`config.mk`:
```
export PLATFORM = sky130hd
export DESIGN_NAME = sextet_frame_receiver
export DESIGN_NICKNAME = d
export VERILOG_FILES = /design/src/rtl/core/sfr_pkg.sv /design/src/rtl/core/sextet_frame_receiver.sv /design/src/rtl/core/sfr_ram.sv /design/src/rtl/core/sfr_ctrl.sv /design/src/rtl/core/sfr_datapath.sv
export SDC_FILE = /design/constraint.sdc
export NUM_CORES = 1
export LEC_CHECK = 0
export BUFFER_PORTS_ARGS = -buffer_cell sky130_fd_sc_hd__clkbuf_2
export CAP_MARGIN = 20
export CORE_MARGIN = 3
export CORE_UTILIZATION = 26
export CTS_BUF_LIST = sky130_fd_sc_hd__clkbuf_4 sky130_fd_sc_hd__clkbuf_8 sky130_fd_sc_hd__clkbuf_16
export DETAILED_ROUTE_END_ITERATION = 10
export HOLD_SLACK_MARGIN = 0.15
export PLACE_DENSITY = 0.49
export SYNTH_ARGS = -nofsm -noshare
export SYNTH_HDL_FRONTEND = slang
export SYNTH_SLANG_ARGS = --single-unit
```
`constraint.sdc`:
```
create_clock -name clk_i -period 5.46 [get_ports clk_i]
set_clock_uncertainty 0.05 [all_clocks]
set_input_delay 0.819 -clock clk_i [delete_from_list [all_inputs] [get_ports clk_i]]
set_output_delay 0.819 -clock clk_i [all_outputs]
set_load 0.01 [all_outputs]
```
`src/rtl/core/sfr_pkg.sv`:
```
// ----------------------------------------------------------------------------
// sfr_pkg
// Shared types and constants of the sextet frame receiver: line byte classes,
// register indexes, controller states and the controller/datapath bundles.
// ----------------------------------------------------------------------------
package sfr_pkg;

  // Line byte and field widths.
  localparam int unsigned ByteW     = 8;
  localparam int unsigned SextetW   = 6;
  localparam int unsigned PosW      = 6;
  localparam int unsigned GroupW    = 4;
  localparam int unsigned IdW       = 16;
  localparam int unsigned OutDataW  = 24;
  localparam int unsigned CfgIndexW = 2;

  // At most fifteen groups of four sextets, i.e. 45 bytes, are decoded.
  localparam logic [GroupW-1:0] MaxGroups = 4'd15;

  // Reset value of the acknowledged head code register.
  localparam logic [ByteW-1:0] AckedHeadReset = 8'd130;

  // Register indexes of the configuration channel.
  typedef enum logic [CfgIndexW-1:0] {
    CfgOwnAddrHigh = 2'd0,
    CfgOwnAddrLow  = 2'd1,
    CfgAckedHead   = 2'd2
  } cfg_index_e;

  // Controller states, one-hot.
  typedef enum logic [6:0] {
    StIdle    = 7'b0000001,
    StHdrRead = 7'b0000010,
    StHdrCap  = 7'b0000100,
    StCheck   = 7'b0001000,
    StEmRead  = 7'b0010000,
    StEmCap   = 7'b0100000,
    StOut     = 7'b1000000
  } state_e;

  // Commands from the controller to the datapath.
  typedef struct packed {
    logic in_fire;   // line byte transaction this cycle
    logic cap;       // capture the sextet read in the previous cycle
    logic hdr;       // capture is part of the header pass
    logic check;     // apply address and duplicate filters
    logic out_step;  // result transaction this cycle
  } sfr_cmd_t;

  // Status from the datapath to the controller.
  typedef struct packed {
    logic tail_go;    // current line byte is a tail that closes a decodable frame
    logic grp_end;    // this capture completes a group of four sextets
    logic hdr_end;    // the completed group is the last one the header needs
    logic keep;       // frame passes the filters
    logic byte3;      // third byte of the current group is on the output
    logic frame_end;  // final byte of the frame is on the output
  } sfr_stat_t;

  // Line byte classes.
  function automatic logic is_head(input logic [ByteW-1:0] b);
    return b[7];
  endfunction

  function automatic logic is_sextet(input logic [ByteW-1:0] b);
    return (b[7:6] == 2'b00);
  endfunction

  function automatic logic is_tail(input logic [ByteW-1:0] b);
    return (b[7:6] == 2'b01);
  endfunction

endpackage

```
`src/rtl/core/sextet_frame_receiver.sv`:
```
// ----------------------------------------------------------------------------
// sextet_frame_receiver
// Assembles framed sextet streams into decoded bytes and emits frames that
// pass the address and duplicate filters.
// ----------------------------------------------------------------------------
// Line bytes enter on the s_axis channel, one per transaction: a head opens a
// frame, sextets are stored, a tail closes it. Each decoded byte of an
// accepted frame leaves on the m_axis channel with the head byte in tuser and
// tlast on the final byte. The cfg channel is always ready; the user must write it only
// while no frame is in flight, and the block itself does not enforce this.
// Heads, sextets and tails that decode fewer than two groups are taken without a stall.
// A tail with G >= 2 groups holds s_axis_tready low through the reading of the
// header groups (two, or three when G >= 3), one check state, and, for a kept
// frame, the reading of each group followed by its 3 output transactions. Each
// sextet passes through a read state and a capture state of the registered store.
// A stalled m_axis_tready extends the output phase cycle by cycle.
// Reset closes any open frame, clears the last command id and loads the
// register defaults; the sextet store is not cleared.
// ----------------------------------------------------------------------------
module sextet_frame_receiver
  import sfr_pkg::*;
#(
  parameter int unsigned SEXTET_CAPACITY = 64
) (
  input  logic                 clk_i,
  input  logic                 rst_ni,
  // Line bytes.
  input  logic                 s_axis_tvalid,
  output logic                 s_axis_tready,
  input  logic [7:0]           s_axis_tdata,   // [7:0] rx_byte
  // Decoded bytes.
  output logic                 m_axis_tvalid,
  input  logic                 m_axis_tready,
  output logic [23:0]          m_axis_tdata,   // [7:0] decoded_byte,
                                               // [13:8] byte_position,
                                               // [21:14] declared_length
  output logic [7:0]           m_axis_tuser,   // [7:0] frame_head
  output logic                 m_axis_tlast,
  // Configuration writes.
  input  logic                 cfg_valid_i,
  output logic                 cfg_ready_o,
  input  logic [CfgIndexW-1:0] cfg_index_i,
  input  logic [ByteW-1:0]     cfg_data_i
);

  sfr_cmd_t         cmd;
  sfr_stat_t        stat;
  logic [ByteW-1:0] frame_head;
  logic [ByteW-1:0] decoded_byte;
  logic [PosW-1:0]  byte_position;
  logic [ByteW-1:0] declared_length;
  logic             last_byte;

  // Controller.
  sfr_ctrl u_ctrl (
    .clk_i     (clk_i),
    .rst_ni    (rst_ni),
    .s_valid_i (s_axis_tvalid),
    .s_ready_o (s_axis_tready),
    .m_valid_o (m_axis_tvalid),
    .m_ready_i (m_axis_tready),
    .stat_i    (stat),
    .cmd_o     (cmd)
  );

  // Datapath.
  sfr_datapath #(
    .SEXTET_CAPACITY (SEXTET_CAPACITY)
  ) u_dp (
    .clk_i             (clk_i),
    .rst_ni            (rst_ni),
    .cmd_i             (cmd),
    .stat_o            (stat),
    .rx_byte_i         (s_axis_tdata),
    .cfg_valid_i       (cfg_valid_i),
    .cfg_index_i       (cfg_index_i),
    .cfg_data_i        (cfg_data_i),
    .frame_head_o      (frame_head),
    .decoded_byte_o    (decoded_byte),
    .byte_position_o   (byte_position),
    .declared_length_o (declared_length),
    .last_byte_o       (last_byte)
  );

  // Output packing.
  assign cfg_ready_o   = 1'b1;
  assign m_axis_tdata  = {2'b00, declared_length, byte_position, decoded_byte};
  assign m_axis_tuser  = frame_head;
  assign m_axis_tlast  = last_byte;

endmodule

```
`src/rtl/core/sfr_ram.sv`:
```
// ----------------------------------------------------------------------------
// sfr_ram
// Generic single-write, single-read RAM with a registered read port.
// ----------------------------------------------------------------------------
module sfr_ram #(
  parameter int unsigned DataWidth = 6,
  parameter int unsigned Depth     = 63
) (
  input  logic                     clk_i,
  input  logic                     we_i,
  input  logic [$clog2(Depth)-1:0] waddr_i,
  input  logic [DataWidth-1:0]     wdata_i,
  input  logic [$clog2(Depth)-1:0] raddr_i,
  output logic [DataWidth-1:0]     rdata_o
);

  logic [DataWidth-1:0] mem_q [Depth];
  logic [DataWidth-1:0] rdata_q;

  // Write port.
  always_ff @(posedge clk_i) begin
    if (we_i) begin
      mem_q[waddr_i] <= wdata_i;
    end
  end

  // Registered read port.
  always_ff @(posedge clk_i) begin
    rdata_q <= mem_q[raddr_i];
  end

  assign rdata_o = rdata_q;

endmodule

```
`src/rtl/core/sfr_ctrl.sv`:
```
// ----------------------------------------------------------------------------
// sfr_ctrl
// Controller of the sextet frame receiver. Sequences the header pass, the
// filter check and the byte-by-byte emission of an accepted frame.
// ----------------------------------------------------------------------------
module sfr_ctrl
  import sfr_pkg::*;
(
  input  logic      clk_i,
  input  logic      rst_ni,
  input  logic      s_valid_i,
  output logic      s_ready_o,
  output logic      m_valid_o,
  input  logic      m_ready_i,
  input  sfr_stat_t stat_i,
  output sfr_cmd_t  cmd_o
);

  state_e state_q, state_d;

  // Next state.
  always_comb begin
    state_d = state_q;
    unique case (state_q)
      StIdle: begin
        if (s_valid_i && stat_i.tail_go) state_d = StHdrRead;
      end
      StHdrRead: state_d = StHdrCap;
      StHdrCap: begin
        if (stat_i.grp_end && stat_i.hdr_end) state_d = StCheck;
        else                                  state_d = StHdrRead;
      end
      StCheck: begin
        state_d = stat_i.keep ? StEmRead : StIdle;
      end
      StEmRead: state_d = StEmCap;
      StEmCap: begin
        state_d = stat_i.grp_end ? StOut : StEmRead;
      end
      StOut: begin
        if (m_ready_i && stat_i.byte3) begin
          state_d = stat_i.frame_end ? StIdle : StEmRead;
        end
      end
      default: state_d = StIdle;
    endcase
  end

  // State register.
  always_ff @(posedge clk_i or negedge rst_ni) begin
    if (!rst_ni) begin
      state_q <= StIdle;
    end else begin
      state_q <= state_d;
    end
  end

  // Handshakes and datapath commands.
  assign s_ready_o = (state_q == StIdle);
  assign m_valid_o = (state_q == StOut);

  always_comb begin
    cmd_o          = '0;
    cmd_o.in_fire  = (state_q == StIdle) && s_valid_i;
    cmd_o.cap      = (state_q == StHdrCap) || (state_q == StEmCap);
    cmd_o.hdr      = (state_q == StHdrCap);
    cmd_o.check    = (state_q == StCheck);
    cmd_o.out_step = (state_q == StOut) && m_ready_i;
  end

endmodule

```
`src/rtl/core/sfr_datapath.sv`:
```
// ----------------------------------------------------------------------------
// sfr_datapath
// Datapath of the sextet frame receiver: frame position, sextet store,
// group assembly, header bytes, filters, configuration and result fields.
// ----------------------------------------------------------------------------
module sfr_datapath
  import sfr_pkg::*;
#(
  parameter int unsigned SEXTET_CAPACITY = 64
) (
  input  logic                 clk_i,
  input  logic                 rst_ni,
  input  sfr_cmd_t             cmd_i,
  output sfr_stat_t            stat_o,
  input  logic [ByteW-1:0]     rx_byte_i,
  input  logic                 cfg_valid_i,
  input  logic [CfgIndexW-1:0] cfg_index_i,
  input  logic [ByteW-1:0]     cfg_data_i,
  output logic [ByteW-1:0]     frame_head_o,
  output logic [ByteW-1:0]     decoded_byte_o,
  output logic [PosW-1:0]      byte_position_o,
  output logic [ByteW-1:0]     declared_length_o,
  output logic                 last_byte_o
);

  localparam int unsigned Depth = SEXTET_CAPACITY - 1;
  localparam int unsigned AddrW = $clog2(Depth);
  localparam int unsigned FposW = $clog2(SEXTET_CAPACITY + 1);
  localparam logic [FposW-1:0] FposFull = FposW'(SEXTET_CAPACITY);

  // Configuration registers.
  logic [ByteW-1:0] own_hi_q, own_lo_q, acked_q;

  // Frame state.
  logic [FposW-1:0]  fpos_q, fpos_d;
  logic [ByteW-1:0]  head_q;
  logic [IdW-1:0]    last_id_q;
  logic [GroupW-1:0] groups_q;
  logic [PosW-1:0]   nbytes_q;

  // Sequencing counters.
  logic [GroupW-1:0] grp_idx_q;
  logic [1:0]        sub_q;
  logic [PosW-1:0]   out_pos_q;
  logic [1:0]        out_sel_q;

  // Assembly and header bytes.
  logic [23:0]      grp_q;
  logic [23:0]      grp_new;
  logic [ByteW-1:0] b0_q, b1_q, b4_q, b5_q, b7_q;

  // Store access.
  logic               st_we;
  logic [AddrW-1:0]   st_waddr;
  logic [AddrW-1:0]   st_raddr;
  logic [SextetW-1:0] st_rdata;

  // Tail decoding.
  logic [FposW-1:0]  nsext_quads;
  logic [GroupW-1:0] groups_new;
  logic              fpos_open;
  logic              addr_ok;
  logic              is_dup;
  logic              acked_frame;
  logic [IdW-1:0]    frame_id;

  assign fpos_open   = (fpos_q != '0);
  assign nsext_quads = (fpos_q - FposW'(1)) >> 2;
  assign groups_new  = (nsext_quads > FposW'(MaxGroups)) ? MaxGroups
                                                          : GroupW'(nsext_quads);

  // Sextet store.
  assign st_we    = cmd_i.in_fire && is_sextet(rx_byte_i) && fpos_open &&
                    (fpos_q < FposFull);
  assign st_waddr = AddrW'(fpos_q - FposW'(1));
  assign st_raddr = AddrW'({grp_idx_q, sub_q});

  sfr_ram #(
    .DataWidth (SextetW),
    .Depth     (Depth)
  ) u_store (
    .clk_i   (clk_i),
    .we_i    (st_we),
    .waddr_i (st_waddr),
    .wdata_i (rx_byte_i[SextetW-1:0]),
    .raddr_i (st_raddr),
    .rdata_o (st_rdata)
  );

  // Configuration writes; an index beyond the register list is dropped.
  always_ff @(posedge clk_i or negedge rst_ni) begin
    if (!rst_ni) begin
      own_hi_q <= '0;
      own_lo_q <= '0;
      acked_q  <= AckedHeadReset;
    end else if (cfg_valid_i) begin
      unique case (cfg_index_i)
        CfgOwnAddrHigh: own_hi_q <= cfg_data_i;
        CfgOwnAddrLow:  own_lo_q <= cfg_data_i;
        CfgAckedHead:   acked_q  <= cfg_data_i;
        default: ;
      endcase
    end
  end

  // Frame position: heads open, sextets count, overflow and tails close.
  always_comb begin
    fpos_d = fpos_q;
    if (cmd_i.in_fire) begin
      if (is_head(rx_byte_i)) begin
        fpos_d = FposW'(1);
      end else if (is_sextet(rx_byte_i)) begin
        if (fpos_q >= FposFull) fpos_d = '0;
        else if (fpos_open)     fpos_d = fpos_q + FposW'(1);
      end else begin
        fpos_d = '0;
      end
    end
  end

  // Filters on the header bytes.
  assign frame_id    = {b0_q, b1_q};
  assign addr_ok     = ((b4_q == '0) && (b5_q == '0)) ||
                       ((b4_q == own_hi_q) && (b5_q == own_lo_q));
  assign acked_frame = (head_q == acked_q);
  assign is_dup      = acked_frame && (frame_id != '0) && (frame_id == last_id_q);

  // Control registers of the frame.
  always_ff @(posedge clk_i or negedge rst_ni) begin
    if (!rst_ni) begin
      fpos_q    <= '0;
      head_q    <= '0;
      last_id_q <= '0;
      groups_q  <= '0;
      nbytes_q  <= '0;
      grp_idx_q <= '0;
      sub_q     <= '0;
      out_pos_q <= '0;
      out_sel_q <= '0;
    end else begin
      fpos_q <= fpos_d;
      if (cmd_i.in_fire && is_head(rx_byte_i)) begin
        head_q <= rx_byte_i;
      end
      if (cmd_i.in_fire && is_tail(rx_byte_i) && fpos_open) begin
        groups_q  <= groups_new;
        nbytes_q  <= PosW'({groups_new, 1'b0}) + PosW'(groups_new);
        grp_idx_q <= '0;
        sub_q     <= '0;
      end
      if (cmd_i.cap) begin
        sub_q <= sub_q + 2'd1;
        if (sub_q == 2'd3) grp_idx_q <= grp_idx_q + GroupW'(1);
      end
      if (cmd_i.check) begin
        grp_idx_q <= '0;
        sub_q     <= '0;
        out_pos_q <= '0;
        out_sel_q <= '0;
        if (addr_ok && acked_frame && !is_dup) last_id_q <= frame_id;
      end
      if (cmd_i.out_step) begin
        out_pos_q <= out_pos_q + PosW'(1);
        out_sel_q <= (out_sel_q == 2'd2) ? 2'd0 : out_sel_q + 2'd1;
      end
    end
  end

  // Group assembly, most significant sextet first.
  assign grp_new = {grp_q[17:0], st_rdata};

  always_ff @(posedge clk_i) begin
    if (cmd_i.cap) begin
      grp_q <= grp_new;
    end
    if (cmd_i.hdr && (sub_q == 2'd3)) begin
      unique case (grp_idx_q)
        GroupW'(0): begin
          b0_q <= grp_new[23:16];
          b1_q <= grp_new[15:8];
        end
        GroupW'(1): begin
          b4_q <= grp_new[15:8];
          b5_q <= grp_new[7:0];
        end
        GroupW'(2): b7_q <= grp_new[15:8];
        default: ;
      endcase
    end
  end

  // Status toward the controller.
  always_comb begin
    stat_o           = '0;
    stat_o.tail_go   = is_tail(rx_byte_i) && fpos_open && (groups_new >= GroupW'(2));
    stat_o.grp_end   = (sub_q == 2'd3);
    stat_o.hdr_end   = (grp_idx_q == ((groups_q >= GroupW'(3)) ? GroupW'(2) : GroupW'(1)));
    stat_o.keep      = addr_ok && !is_dup;
    stat_o.byte3     = (out_sel_q == 2'd2);
    stat_o.frame_end = (out_pos_q == nbytes_q - PosW'(1));
  end

  // Result fields.
  always_comb begin
    unique case (out_sel_q)
      2'd0:    decoded_byte_o = grp_q[23:16];
      2'd1:    decoded_byte_o = grp_q[15:8];
      default: decoded_byte_o = grp_q[7:0];
    endcase
  end

  assign frame_head_o      = head_q;
  assign byte_position_o   = out_pos_q;
  assign declared_length_o = (groups_q >= GroupW'(3)) ? b7_q : '0;
  assign last_byte_o       = stat_o.frame_end;

endmodule

```
==> impl_metrics.py <==
metrics = {
    "run_status": {
        "status": "completed",
    },
    "power_and_ir_drop": {
        "power_switching_mw": 3.13,
        "peakVddDrop_v": 0.000232,
        "powerDensity_nw_per_um2": 439,
        "p_int_mw": 7.98,
        "leakage_nw": 8.34,
        "p_comb_share_pct": 20.8,
        "power_frac_seq_pct": 43.8,
        "switching_share_pct": 28.1,
        "p_clk_share_pct": 35.4,
    },
    "layout": {
        "antennaDiodeCount": 0,
        "seq_area_sq_um": 15500,
        "layout.nets": 1340,
        "drive_above_1_share_pct": 26.3,
        "multi_input_area_sq_um": 6040,
        "syn2layout_area_growth_pct": 15.7,
        "num-fill-cells": 8063,
    },
    "logic_synthesis": {
        "synth_area_leaders": "edfxtp_1 (61%), mux4_2 (12%), dfrtp_1 (9.4%)",
        "syn_inst": 1216,
        "yosysSeqAreaShare_pct": 71.0,
        "synth.most_common_cell": "edfxtp_1",
        "synth_edf_count": 442,
        "ys.warnings.count": 0,
        "ys_seq_elements": 533,
        "postSynth.asyncResetShare_pct": 15.9,
        "post-synth-top-area-cell": "edfxtp_1",
        "syn_avg_cell_area_sq_um": 18.0,
        "synth_top_area_share_pct": 60.7,
        "ys.flop_type": "edfxtp_1",
        "ys_top_cells_by_count": "edfxtp_1 (442), mux4_2 (114), nor2_1 (97)",
        "netlist-cell-type-count": 67,
        "netlist_area_sq_um": 21900,
    },
    "setup_path": {
        "max_stage_delay_ns": 0.62,
        "crit_fanout": 11,
        "critical_path_class": "reg2reg",
        "cp_cell_sequence": "or4_4 -> nor4b_2 -> buf_4 -> nand3_1 -> nor2_2 -> nand2_1 -> nor2_1",
        "worstPathRequired_ns": 5.65,
        "worst_setup_path_start_kind": "flop",
        "cp_data_arrival_time_ns": 3.65,
        "endpoint_kind": "flop",
        "slowest_stage": "nor2_1",
        "cp_num_buf_inv": 1,
        "path_delay_family": "simple AND/OR/NAND/NOR gates",
    },
    "die": {
        "start_util_pct": 26.4,
        "core_area_sq_um": 82800,
        "dieArea_sq_um": 87600,
        "fp.dieW_um": 296,
        "ios": 59,
        "num_rows": 105,
        "die_y_um": 296,
    },
    "global_route": {
        "grt_pass1_vias": 11800,
        "antenna_found_initial": 0,
        "grt_pass1_wl_mm": 78.8,
        "grt-ovfl-total": 0,
        "grt_max_degree": 75,
        "grt_use_total_pct": 12.1,
    },
    "clocking": {
        "path_clk_slew_ns": 0.06,
        "root_buffer": "clkbuf_16",
        "cts.repair.resized": 0,
        "cts_setup_buffers": 0,
        "holdBufCountCts": 1,
        "cts_buffers": 57,
        "cts_tree": "yes",
        "worstSkewPairLatency_ns": 0.60,
        "clk_path_buf_depth": 3,
        "h-tree-depth": 2,
        "clock-sinks": 533,
    },
    "min_path": {
        "hp-class": "reg2reg",
    },
    "placed_design": {
        "routabilityCongestion": 0.751,
        "pre_cts_slack_ns": 1.85,
        "io_buffers": 55,
        "hpwl_mm": 33.9,
    },
    "sta": {
        "fmax_ghz": 0.289,
        "slew_violations": 0,
        "tns_ns": 0,
        "post-route-period-util_pct": 63.3,
        "fin_crit_ns": 3.46,
        "hold_viol": 0,
        "finalSetupViolCount": 0,
        "rsz0062_at_grt": "false",
        "worst_slack_ns": 2.00,
        "timing.hold.ws_ns": 0.402,
        "tightest_slew_ns": 1.10,
        "slew-limit-headroom_pct": 26.8,
    },
    "detailed_routing": {
        "num_vias": 11200,
        "drc": 0,
        "drt-total-wl_mm": 52.2,
        "firstDrtPassIters": 5,
        "viasPerCell": 4.62,
        "wl_per_cell_um": 21.6,
        "antenna_left": 0,
        "drt_iter0_markers": 847,
    },
    "flow_run": {
        "maxCapViolCount": 0,
    },
}
==> worst register-to-register path: cells and delay by family (launching register included) <==
kind	cells	cell delay (ns)
buffers and inverters	1	0.22
DFF	1	0.44
and+or+nand+nor	6	2.40
==> placed cells by master (no fill, tap or decap), types with 18 or more instances in the layout <==
cell / n
edfxtp_1: 442
mux4_2: 114
nor2_1: 97
dfrtp_1: 80
clkbuf_16: 58
nand2_1: 57
clkbuf_2: 54
o21ai_0: 41
xor2_1: 39
mux2_2: 39
xnor2_1: 20
nand3_1: 18
==> cell type report <==
cell class,instances,area share (%)
Sequential cell,533,61.4
Multi-Input combinational cell,621,23.9
Clock buffer,65,5.97
Tap cell,1070,5.29
Clock inverter,42,1.69
Timing Repair Buffer,71,1.63
Inverter,15,0.222
==> routing by layer <==
layer	wire (um)	vias to the layer above	global-route usage (%)
li1	-	4973	-
met5	0	-	0
met1	22700	5803	15.9
met4	1300	0	3.71
met2	25400	304	20.0
met3	2840	79	2.59
==> sequential cells by signal, indices dropped and copies added, names as in the netlist <==
register,count
u_dp.b7_q,8
u_dp.last_id_q,16
u_dp.fpos_q,7
u_dp.b1_q,8
u_dp.acked_q,8
u_dp.own_hi_q,8
u_dp.u_store.mem_q,378
u_dp.byte_position_o,6
u_dp.frame_head_o,8
u_dp.grp_q,24
u_ctrl.state_q,7
u_dp.groups_q,3
u_dp.b0_q,8
u_dp.grp_idx_q,4
u_dp.own_lo_q,8
u_dp.nbytes_q,6
u_dp.b5_q,8
u_dp.b4_q,8
u_dp.out_sel_q,2
u_dp.sub_q,2
u_dp.u_store.rdata_o,6
==> cells by family (layout without fill, tap and decap cells) <==
kind of cell,Yosys count,in the layout,share of synthesized area [%]
other,2,3,0.0343
AO/OA/AOI/OAI,91,91,2.65
XOR/XNOR,59,59,2.36
adder cells (fa/ha/maj),18,18,1.06
flip-flops,533,533,71.0
buffers and inverters,63,193,1.43
AND/OR/NAND/NOR,271,271,6.31
multiplexers,179,179,15.2
==> power groups by stage <==
stage / registers (mW) / clock network, mW / logic, mW
floorplan: 4.78 / 0 / 1.72
global placement: 4.95 / 0 / 2.33
detailed placement: 4.96 / 0 / 2.33
CTS: 4.88 / 4.04 / 2.34
global route: 4.90 / 4.21 / 2.51
finish: 4.86 / 3.94 / 2.31
==> stage by stage <==
stage	total power [mW]	cell area, sq um	utilization [%]	std cells
floorplan	6.51	21900	-	1217
global placement	7.28	23400	28.2	2309
detailed placement	7.29	23400	28.2	2309
CTS	11.3	25300	30.6	2417
global route	11.6	25300	30.6	2417
finish	11.1	25300	30.6	2417
==> path summary, 6_finish.rpt <==
path                                            startpoint                                   to  slack [ns]  depth (start not counted)
min in group asynchronous                           rst_ni        u_ctrl.state_q[2]$_DFFE_PN0P_        0.67                          2
max in group asynchronous                           rst_ni         u_dp.own_lo_q[3]$_DFFE_PN0P_        3.58                          3
min reg2reg                u_dp.u_store.rdata_o[0]$_DFF_P_               u_dp.b5_q[0]$_DFFE_PP_        0.40                          0
min                        u_dp.u_store.rdata_o[0]$_DFF_P_               u_dp.b5_q[0]$_DFFE_PP_        0.40                          0
max                          u_ctrl.state_q[2]$_DFFE_PN0P_  u_dp.u_store.mem_q[11][4]$_DFFE_PP_        2.00                          7
max reg2reg                  u_ctrl.state_q[2]$_DFFE_PN0P_  u_dp.u_store.mem_q[11][4]$_DFFE_PP_        2.00                          7
Note: power is estimated with default switching activity, not from simulation.
